--- config.mk ---
export PLATFORM = sky130hd
export DESIGN_NAME = piecewise_linear_tone_curve
export DESIGN_NICKNAME = d
export VERILOG_FILES = /design/src/rtl/pltc_pkg.sv /design/src/rtl/piecewise_linear_tone_curve.sv /design/src/rtl/pltc_curve.sv
export SDC_FILE = /design/constraint.sdc
export NUM_CORES = 2
export LEC_CHECK = 0
export BUFFER_PORTS_ARGS = -buffer_cell sky130_fd_sc_hd__buf_2
export CORE_MARGIN = 4
export CORE_UTILIZATION = 50
export DETAILED_ROUTE_END_ITERATION = 6
export PLACE_DENSITY_LB_ADDON = 0.2
export SYNTH_ARGS = -nofsm -noshare
export SYNTH_HDL_FRONTEND = slang
export SYNTH_SLANG_ARGS = --single-unit
--- constraint.sdc ---
create_clock -name aclk -period 29.9 [get_ports aclk]
set_input_delay 1.495 -clock aclk [delete_from_list [all_inputs] [get_ports aclk]]
set_output_delay 1.495 -clock aclk [all_outputs]
set_load 0.02 [all_outputs]
--- src/rtl/pltc_pkg.sv ---
`default_nettype none

package pltc_pkg;

    localparam int KNOT_COUNT = 6;
    localparam int KNOT_W     = 8;
    localparam int CFG_W      = KNOT_COUNT * KNOT_W;
    localparam int IDX_W      = $clog2(KNOT_COUNT);
    localparam int NUM_W      = 2 * KNOT_W;
    localparam int DIV_STEPS  = KNOT_W;
    localparam int CURVE_LAT  = DIV_STEPS + 4;
    localparam int PIX_W      = 3 * KNOT_W;
    localparam int CFG_IDX_W  = 2;

    localparam logic [CFG_W-1:0] KNOT_POS_RESET   = 48'hFFC896643200;
    localparam logic [CFG_W-1:0] BLUE_CURVE_RESET = 48'hFFDCBE965000;
    localparam logic [CFG_W-1:0] RED_CURVE_RESET  = 48'hFF964B281400;

    typedef enum logic [CFG_IDX_W-1:0] {
        REG_KNOT_POS   = 2'd0,
        REG_BLUE_CURVE = 2'd1,
        REG_RED_CURVE  = 2'd2
    } cfg_reg_t;

    typedef logic [KNOT_W-1:0] pix_t;

    typedef struct packed {
        pix_t dv;
        pix_t dy;
        pix_t den;
        pix_t y0;
        logic neg;
        logic byp;
        pix_t bypv;
    } seg_t;

    typedef struct packed {
        logic [NUM_W-1:0] rem;
        pix_t             quo;
        pix_t             den;
        pix_t             y0;
        logic             neg;
        logic             byp;
        pix_t             bypv;
    } div_t;

endpackage

`default_nettype wire

--- src/rtl/piecewise_linear_tone_curve.sv ---
// Channel   Direction  Beat contents
// s_        in         tdata: blue_in [7:0], green_in [15:8], red_in [23:16]
// m_        out        tdata: blue_out [7:0], green_out [15:8], red_out [23:16]
// cfg_      in         cfg_index selects a register, cfg_data holds its 48-bit value
//
// One pixel is accepted per clock while the pipeline is not stalled.
// Its path runs through the segment search, knot selection, multiply, eight-stage divider and output register.
// aresetn is synchronous and active low; it empties the pipeline and restores the curves.
// The pipeline stalls as a whole when the output register and its skid stage are full.
`default_nettype none

module piecewise_linear_tone_curve
    import pltc_pkg::*;
(
    input  wire logic                 aclk,
    input  wire logic                 aresetn,

    input  wire logic                 s_tvalid,
    output logic                      s_tready,
    input  wire logic [PIX_W-1:0]     s_tdata,    // blue_in, green_in, red_in

    output logic                      m_tvalid,
    input  wire logic                 m_tready,
    output logic [PIX_W-1:0]          m_tdata,    // blue_out, green_out, red_out

    input  wire logic                 cfg_valid,
    output logic                      cfg_ready,
    input  wire logic [CFG_IDX_W-1:0] cfg_index,
    input  wire logic [CFG_W-1:0]     cfg_data
);

    logic [CFG_W-1:0] knot_pos_reg;
    logic [CFG_W-1:0] blue_curve_reg;
    logic [CFG_W-1:0] red_curve_reg;

    assign cfg_ready = 1'b1;

    always_ff @(posedge aclk) begin
        if (!aresetn) begin
            knot_pos_reg   <= KNOT_POS_RESET;
            blue_curve_reg <= BLUE_CURVE_RESET;
            red_curve_reg  <= RED_CURVE_RESET;
        end else if (cfg_valid && cfg_ready) begin
            unique case (cfg_reg_t'(cfg_index))
                REG_KNOT_POS:   knot_pos_reg   <= cfg_data;
                REG_BLUE_CURVE: blue_curve_reg <= cfg_data;
                REG_RED_CURVE:  red_curve_reg  <= cfg_data;
                default: ;
            endcase
        end
    end

    logic en;
    logic skid_valid_reg;

    assign en       = !skid_valid_reg;
    assign s_tready = en;

    pix_t blue_map;
    pix_t red_map;

    pltc_curve u_blue (
        .aclk     (aclk),
        .en       (en),
        .v        (s_tdata[KNOT_W-1:0]),
        .knot_pos (knot_pos_reg),
        .curve    (blue_curve_reg),
        .mapped   (blue_map)
    );

    pltc_curve u_red (
        .aclk     (aclk),
        .en       (en),
        .v        (s_tdata[3*KNOT_W-1:2*KNOT_W]),
        .knot_pos (knot_pos_reg),
        .curve    (red_curve_reg),
        .mapped   (red_map)
    );

    logic [CURVE_LAT-1:0] vld_reg;
    pix_t                 grn_reg [CURVE_LAT];

    always_ff @(posedge aclk) begin
        if (!aresetn) begin
            vld_reg <= '0;
        end else if (en) begin
            vld_reg <= {vld_reg[CURVE_LAT-2:0], s_tvalid};
        end
    end

    always_ff @(posedge aclk) begin
        if (en) begin
            grn_reg[0] <= s_tdata[2*KNOT_W-1:KNOT_W];
            for (int k = 1; k < CURVE_LAT; k++) begin
                grn_reg[k] <= grn_reg[k-1];
            end
        end
    end

    logic             arrive;
    logic [PIX_W-1:0] pipe_data;
    logic             out_valid_reg;
    logic [PIX_W-1:0] out_data_reg;
    logic [PIX_W-1:0] skid_data_reg;
    logic             out_free;

    assign arrive    = en && vld_reg[CURVE_LAT-1];
    assign pipe_data = {red_map, grn_reg[CURVE_LAT-1], blue_map};
    assign out_free  = !out_valid_reg || m_tready;

    always_ff @(posedge aclk) begin
        if (!aresetn) begin
            out_valid_reg  <= 1'b0;
            skid_valid_reg <= 1'b0;
        end else if (out_free) begin
            out_valid_reg  <= skid_valid_reg || arrive;
            skid_valid_reg <= 1'b0;
        end else if (arrive) begin
            skid_valid_reg <= 1'b1;
        end
    end

    always_ff @(posedge aclk) begin
        if (out_free) begin
            out_data_reg <= skid_valid_reg ? skid_data_reg : pipe_data;
        end else if (arrive) begin
            skid_data_reg <= pipe_data;
        end
    end

    assign m_tvalid = out_valid_reg;
    assign m_tdata  = out_data_reg;

endmodule

`default_nettype wire

--- src/rtl/pltc_curve.sv ---
`default_nettype none

module pltc_curve
    import pltc_pkg::*;
(
    input  wire logic             aclk,
    input  wire logic             en,
    input  wire pix_t             v,
    input  wire logic [CFG_W-1:0] knot_pos,
    input  wire logic [CFG_W-1:0] curve,
    output pix_t                  mapped
);

    pix_t xk [KNOT_COUNT];
    pix_t yk [KNOT_COUNT];

    always_comb begin
        for (int k = 0; k < KNOT_COUNT; k++) begin
            xk[k] = knot_pos[k*KNOT_W +: KNOT_W];
            yk[k] = curve[k*KNOT_W +: KNOT_W];
        end
    end

    // Segment search: first knot at or above the value.
    logic [KNOT_COUNT-2:1] ge;
    logic [IDX_W-1:0]      j_next;
    pix_t                  v1_reg;
    logic [IDX_W-1:0]      j1_reg;
    logic                  lo1_reg;
    logic                  hi1_reg;

    always_comb begin
        for (int k = 1; k <= KNOT_COUNT - 2; k++) begin
            ge[k] = (xk[k] >= v);
        end
        j_next = IDX_W'(KNOT_COUNT - 1);
        for (int k = KNOT_COUNT - 2; k >= 1; k--) begin
            if (ge[k]) begin
                j_next = IDX_W'(k);
            end
        end
    end

    always_ff @(posedge aclk) begin
        if (en) begin
            v1_reg  <= v;
            j1_reg  <= j_next;
            lo1_reg <= (v <= xk[0]);
            hi1_reg <= (v >= xk[KNOT_COUNT-1]);
        end
    end

    // Knot selection and differences.
    logic [IDX_W-1:0] jm1;
    pix_t             x0, x1, y0, y1;
    seg_t             seg_next;
    seg_t             seg_reg;

    always_comb begin
        jm1  = j1_reg - IDX_W'(1);
        x0   = xk[jm1];
        x1   = xk[j1_reg];
        y0   = yk[jm1];
        y1   = yk[j1_reg];
        seg_next.dv   = v1_reg - x0;
        seg_next.den  = x1 - x0;
        seg_next.y0   = y0;
        seg_next.neg  = (y1 < y0);
        seg_next.dy   = (y1 < y0) ? (y0 - y1) : (y1 - y0);
        seg_next.byp  = lo1_reg || hi1_reg || (x1 == v1_reg);
        seg_next.bypv = lo1_reg ? yk[0] : (hi1_reg ? yk[KNOT_COUNT-1] : y1);
    end

    always_ff @(posedge aclk) begin
        if (en) begin
            seg_reg <= seg_next;
        end
    end

    // Product, then one quotient bit per stage.
    div_t div_reg [DIV_STEPS+1];

    always_ff @(posedge aclk) begin
        if (en) begin
            div_reg[0].rem  <= NUM_W'(seg_reg.dv) * NUM_W'(seg_reg.dy);
            div_reg[0].quo  <= '0;
            div_reg[0].den  <= seg_reg.den;
            div_reg[0].y0   <= seg_reg.y0;
            div_reg[0].neg  <= seg_reg.neg;
            div_reg[0].byp  <= seg_reg.byp;
            div_reg[0].bypv <= seg_reg.bypv;
        end
    end

    for (genvar i = 0; i < DIV_STEPS; i++) begin : g_div
        logic [NUM_W-1:0] den_sh;
        div_t             step_next;

        always_comb begin
            den_sh    = NUM_W'(div_reg[i].den) << (DIV_STEPS - 1 - i);
            step_next = div_reg[i];
            if (div_reg[i].rem >= den_sh) begin
                step_next.rem                  = div_reg[i].rem - den_sh;
                step_next.quo[DIV_STEPS-1-i]   = 1'b1;
            end
        end

        always_ff @(posedge aclk) begin
            if (en) begin
                div_reg[i+1] <= step_next;
            end
        end
    end

    // A falling segment rounds the step size up so the result floors.
    div_t last;
    pix_t calc;
    pix_t mapped_reg;

    always_comb begin
        last = div_reg[DIV_STEPS];
        if (last.neg) begin
            calc = last.y0 - last.quo - pix_t'(last.rem != '0);
        end else begin
            calc = last.y0 + last.quo;
        end
    end

    always_ff @(posedge aclk) begin
        if (en) begin
            mapped_reg <= last.byp ? last.bypv : calc;
        end
    end

    assign mapped = mapped_reg;

endmodule

`default_nettype wire

### Word level (Yosys, flattened, before mapping)

Memories as Yosys holds them, arrays and structs flattened.
Cells that the tools add are included.

* register bits: 332
* input port bits: 79
* word-level logic and storage cells: 206
* memories kept: 3
* output and inout bits: 27
* ROM bits: 0
* bits in latches: 0
* RAM bits: 996

Memory list
* u_blue.div_reg: depth 9, bits a word 50, rd ports 9, clocked after memory_dff 0, write ports 9, line pltc_curve.sv:81 `div_t div_reg [DIV_STEPS+1];`
* u_red.div_reg: depth 9, bits a word 50, rd ports 9, clocked after memory_dff 0, write ports 9, line pltc_curve.sv:81
* grn_reg: depth 12, bits a word 8, rd ports 12, clocked after memory_dff 0, write ports 12, line piecewise_linear_tone_curve.sv:81 `pix_t grn_reg [CURVE_LAT];`

* $lt $le $gt $ge: 34
* muxes and demuxes: 72
* divide/modulo/power cells: 0
* reductions and logical operators: 19
* multiply operators: 2
* shifts and indexed selects: 0
* add/sub/neg operators: 32
* bitwise gates (word level): 6
* equality and inequality tests: 4

Operators by type and width (count)
* two-way mux 16 bit: 14
* two-way mux 8 bit: 26
* binary-select mux 8 bit (select 3 bit): 8
* greater-or-equal comparator 8 bit: 10
* subtractor 8 bit: 10
* two-way mux 17 bit: 2
* greater-or-equal comparator 16 x 10 -> 1 bit: 2
* greater-or-equal comparator 16 x 11 -> 1 bit: 2
* greater-or-equal comparator 16 x 12 -> 1 bit: 2
* greater-or-equal comparator 16 x 13 -> 1 bit: 2
* greater-or-equal comparator 16 x 14 -> 1 bit: 2
* greater-or-equal comparator 16 x 15 -> 1 bit: 2
* greater-or-equal comparator 16 x 8 -> 1 bit: 2
* greater-or-equal comparator 16 x 9 -> 1 bit: 2
* multiplier 8 x 8 -> 16 bit: 2
* nonzero test 16 bit: 2
* subtractor 16 x 10 -> 16 bit: 2
* subtractor 16 x 11 -> 16 bit: 2
* subtractor 16 x 12 -> 16 bit: 2
* subtractor 16 x 13 -> 16 bit: 2
* subtractor 16 x 14 -> 16 bit: 2
* subtractor 16 x 15 -> 16 bit: 2
* subtractor 16 x 8 -> 16 bit: 2
* subtractor 16 x 9 -> 16 bit: 2
* other kinds (21): 63

### Logic depth before layout (Yosys ltp)

* depth in word-level cells: 7
* mapped depth: 20
* depth with buffers taken out: 16

### By module

Synthesis repeated with hierarchy kept, for this count alone.

* cells, all modules: 4775
* area, all modules: 61779.3 um2

By module, submodules not included
* pltc_curve at u_blue: seq. area each 14083.5 um2, area each 25552.0 um2, instances 1, cells each 2001
* pltc_curve at u_red: seq. area each 14083.5 um2, area each 25431.9 um2, instances 1, cells each 2001
* piecewise_linear_tone_curve: seq. area each 7487.2 um2, area each 10795.4 um2, instances 1, cells each 773

### Worst setup path after synthesis

No wires, ideal clock.

* kind: reg2out
* start: register skid_valid_reg
* end: output port s_tready
* path slack: 7.607 ns
* buffers on the path: 2
* cell stages (with the launch flop): 4
* arrival time: 20.798 ns
* data required time: 28.405 ns
* cells stage by stage: dfxtp_1 > buf_1 > clkbuf_1 > inv_1

* word-level cells in the longest chain between the ends: 1

Ends and longest elaborated chain
* start, declared: line piecewise_linear_tone_curve.sv:54 `logic skid_valid_reg;`
* start signal, assigned: line piecewise_linear_tone_curve.sv:114 `skid_valid_reg <= 1'b0;`
* start signal, assigned: line piecewise_linear_tone_curve.sv:117 `skid_valid_reg <= 1'b0;`
* start signal, assigned: line piecewise_linear_tone_curve.sv:119 `skid_valid_reg <= 1'b1;`
* zero test 1 bit: line piecewise_linear_tone_curve.sv:56 `assign en = !skid_valid_reg;`
* end, declared: line piecewise_linear_tone_curve.sv:19 `output logic s_tready,`

Every way passes these cells.

==> flow_summary.json <==
{
  "status": "finished, final reports clean",
  "p_leak_nw": 28.0,
  "utilization": 0.563,
  "die_y_microns": 358,
  "p_total_mw": 9.06,
  "io_buffers": 104,
  "synth-edff-count": 1082,
  "drtAntennaViolNets": 0,
  "core_sq_um": 121000,
  "netlist_area_sq_um": 61100,
  "worst_pin_slew_ns": 1.11,
  "ctsRootBufferMaster": "clkbuf_16",
  "dr_total_vias": 35966,
  "fillers": 9775,
  "required_ns": 30.37,
  "finClkSkew_ns": 0.0424,
  "post-cts-setup-buffers": 0,
  "ir_drop_mv": 0.165,
  "vias_per_cell": 5.37,
  "worst_slack_ns": 24.31,
  "cts.path.max_buffers": 3,
  "synth_nets": 5396,
  "power_switching_mw": 3.30,
  "pin_count": 106,
  "track_usage": 0.192,
  "cp.depth": 14,
  "synthCells": 4821,
  "post-route-period-util": 0.187,
  "p_per_area_nw_per_um2": 133,
  "clkPwrFrac": 0.183,
  "area.growth.synth_to_final_pct": 11.2,
  "hpwl_mm": 86.2,
  "cts_tree": "done",
  "final_layout_size_suffix_gt1_frac": 0.0975,
  "synth-seq-cells": 1240,
  "postSynthAreaPerCell_sq_um": 12.7,
  "instances_no_fill": 6699,
  "grt_overflow": 0,
  "async_flop_share": 0,
  "cts_hold_buf": 0,
  "fmax_ghz": 0.179,
  "initial_core_util": 0.506,
  "crit_end": "u_blue.seg_reg[31]$_DFFE_PN_",
  "synth_cell_types": 84,
  "hold_ws_ns": 0.384,
  "max_slew_margin": 0.257,
  "placed_cells_incl_taps": 6448,
  "wl_per_cell_microns": 17.9,
  "drc": 0,
  "grt_pass1_wl_mm": 192,
  "path_buf_inv": 3,
  "slowest_stage": "a21oi_1",
  "die_area_sq_um": 128000,
  "clk_pin_slew_ns": 0.06,
  "placed_cell_area_sq_um": 63400,
  "rows": 127,
  "drt_iter0_drc": 2359,
  "ctsResizeCount": 0,
  "first_global_vias": 35582,
  "pwr-share-comb": 0.468,
  "p_int_mw": 5.76,
  "worstPathCellList": "buf_4 -> inv_1 -> ha_1 -> buf_4 -> mux4_2 -> a22oi_1 -> ha_1 -> a211oi_1 -> o21bai_1 -> a21oi_1 -> mux2i_1 -> o21ai_0 -> a21oi_1 -> xnor2_1",
  "period_needed_ns": 5.59,
  "worstSetupStartpointType": "register",
  "r2r_slack_ns": 24.31,
  "worstHoldPathCells": 0,
  "critPathArrivalTime_ns": 6.06,
  "critPathMaxStageDelay_ns": 0.87,
  "p_seq_frac": 0.349,
  "startpoint": "u_blue.j1_reg[0]$_SDFFCE_PP1N_",
  "cts.sinks": 1240,
  "r2r_cells": 14,
  "slew_violations": 0,
  "synth-warning-count": 0,
  "r2r_start": "u_blue.j1_reg[0]$_SDFFCE_PP1N_",
  "htree_levels": 4,
  "setup_violations": 0,
  "pre_cts_ws_ns": 24.30,
  "gp_congestion": 0.959,
  "cts_inserted_buffers": 137,
  "reg2reg_to": "u_blue.seg_reg[31]$_DFFE_PN_",
  "die-width_microns": 358,
  "synthFlopType": "edfxtp_1",
  "ys_seq_area_frac": 0.584,
  "maxCapViolCount": 0,
  "crit_type": "register to register",
  "grt_start_max_net_pins": 185,
  "hold_violations": 0,
  "fin_setup_tns_ns": 0,
  "post-route-cell-area_sq_um": 67900,
  "swShare": 0.364,
  "path_max_fanout": 63,
  "dr.pass1.iters": 5,
  "hold_class": "register to register",
  "critPathCaptureType": "register",
  "clk_latency_ns": 0.76,
  "rsz0062_at_grt": "false",
  "crit_family": "compound AO/OA/AOI/OAI gates",
  "final_nets": 5550,
  "finalWirelength_mm": 120,
  "antenna_found_initial": 1
}
==> worst min-delay path by stage <==
stage	slack [ns]	start	to
2_1_floorplan	0.40	grn_reg[0][2]$_DFFE_PN_	grn_reg[0][10]$_DFFE_PN_
3_3_place_gp	0.40	u_red.div_reg[0][133]$_DFFE_PN_	u_red.div_reg[0][183]$_DFFE_PN_
3_5_place_dp	0.40	grn_reg[0][17]$_DFFE_PN_	grn_reg[0][25]$_DFFE_PN_
4_1_cts	0.38	u_blue.div_reg[0][9]$_DFFE_PN_	u_blue.div_reg[0][59]$_DFFE_PN_
5_1_grt	0.39	u_blue.div_reg[0][9]$_DFFE_PN_	u_blue.div_reg[0][59]$_DFFE_PN_
6_report	0.38	u_blue.div_reg[0][9]$_DFFE_PN_	u_blue.div_reg[0][59]$_DFFE_PN_
==> worst register-to-register path, delay by kind of cell (launching register included) <==
kind / cells / cell delay, ns
xor gates and xnor gates: 1 / 0.13
muxes: 2 / 0.64
adders and majority gates: 2 / 0.72
buffers and inverters: 3 / 1.40
DFF: 1 / 0.33
AOI/OAI and AO/OA: 6 / 2.06
==> cell type report <==
type / count / area [sq um] / area share
diodes: 1 / 2.50 / 0.0000368
clock buffers: 169 / 3620 / 0.0533
clock inverters: 81 / 918 / 0.0135
inverters: 441 / 1660 / 0.0245
multi-input cells: 3017 / 23300 / 0.343
flip-flops and latches: 1240 / 35700 / 0.525
well taps: 1612 / 2020 / 0.0297
repair buffers: 138 / 791 / 0.0116
==> power by group through the flow <==
stage / Combinational, mW / Sequential [mW] / Clock (mW)
6_report: 4.24 / 3.16 / 1.66
4_1_cts: 4.28 / 3.17 / 1.71
3_5_place_dp: 4.25 / 3.20 / 0
2_1_floorplan: 3.44 / 3.07 / 0
5_1_grt: 4.86 / 3.24 / 1.79
3_3_place_gp: 4.15 / 3.18 / 0
==> synthesized netlist by cell type (6+ instances only) <==
cell      instances  area, sq um
nor3_1           59          295
or4_1            19          143
clkbuf_1         82          308
nor3b_1           7         52.6
o21ai_0         222         1110
a31oi_1          15         93.8
a211oi_1         11         82.6
nor4b_1           6         52.6
a22oi_1          30          225
mux2_2           61          687
xor2_1           98          858
o22ai_1          19          119
o21a_1           29          218
nand2b_1         54          338
inv_1           439         1650
mux2i_1         123         1230
a21oi_1         196          981
o31a_1           10         87.6
buf_1            11         41.3
nor4_1           35          219
o31ai_1          14          105
nand4_1          31          194
and2_1          106          663
or2_2             9         56.3
nand2_1         492         1850
o211ai_1         15          113
nor2_1          216          811
edfxtp_1       1082        32500
o221ai_1          6         52.6
or3_1            20          125
nor2b_1          79          494
nand3b_1          8         60.1
ha_1            394         4930
fa_1            102         2040
xnor2_1         141         1230
o21bai_1         15          113
a21boi_0         90          676
buf_2            21          105
o41ai_1          12          105
nand3_1          75          375
a21o_1           67          503
mux4_2           57         1280
and3_1            6         37.5
dfxtp_1         158         3160
==> per-layer routing <==
layer,share of wire,GRT usage
met1,0.42,0.245
met4,0.058,0.105
met5,0,0
met3,0.047,0.0313
met2,0.47,0.315
==> kinds of logic after synthesis <==
kind of cell	share of synthesized area
adder cells (fa/ha/maj)	0.114
other	0.0000614
multiplexers	0.0524
AO/OA/AOI/OAI	0.0819
XOR/XNOR	0.0343
AND/OR/NAND/NOR	0.0978
buffers and inverters	0.0358
flip-flops	0.584
==> cell usage in the layout, fill, tap and decap left out, drive strengths merged, types with 9 or more instances in the layout <==
master / n
edfxtp: 1082
nand2: 492
inv: 451
ha: 394
o21ai: 226
nor2: 217
a21oi: 197
clkbuf: 169
dfxtp: 158
xnor2: 141
buf: 138
mux2i: 123
and2: 106
fa: 102
xor2: 98
a21boi: 90
nor2b: 79
nand3: 75
a21o: 67
mux2: 61
nor3: 61
mux4: 57
nand2b: 54
clkinv: 52
nor4: 36
nand4: 31
a22oi: 30
o21a: 30
or4: 22
or3: 21
o22ai: 19
a31oi: 15
o21bai: 15
o211ai: 15
o31ai: 14
a211oi: 14
o41ai: 12
bufinv: 12
o31a: 10
or2: 9
No activity file was read; power rests on OpenSTA's default activity.
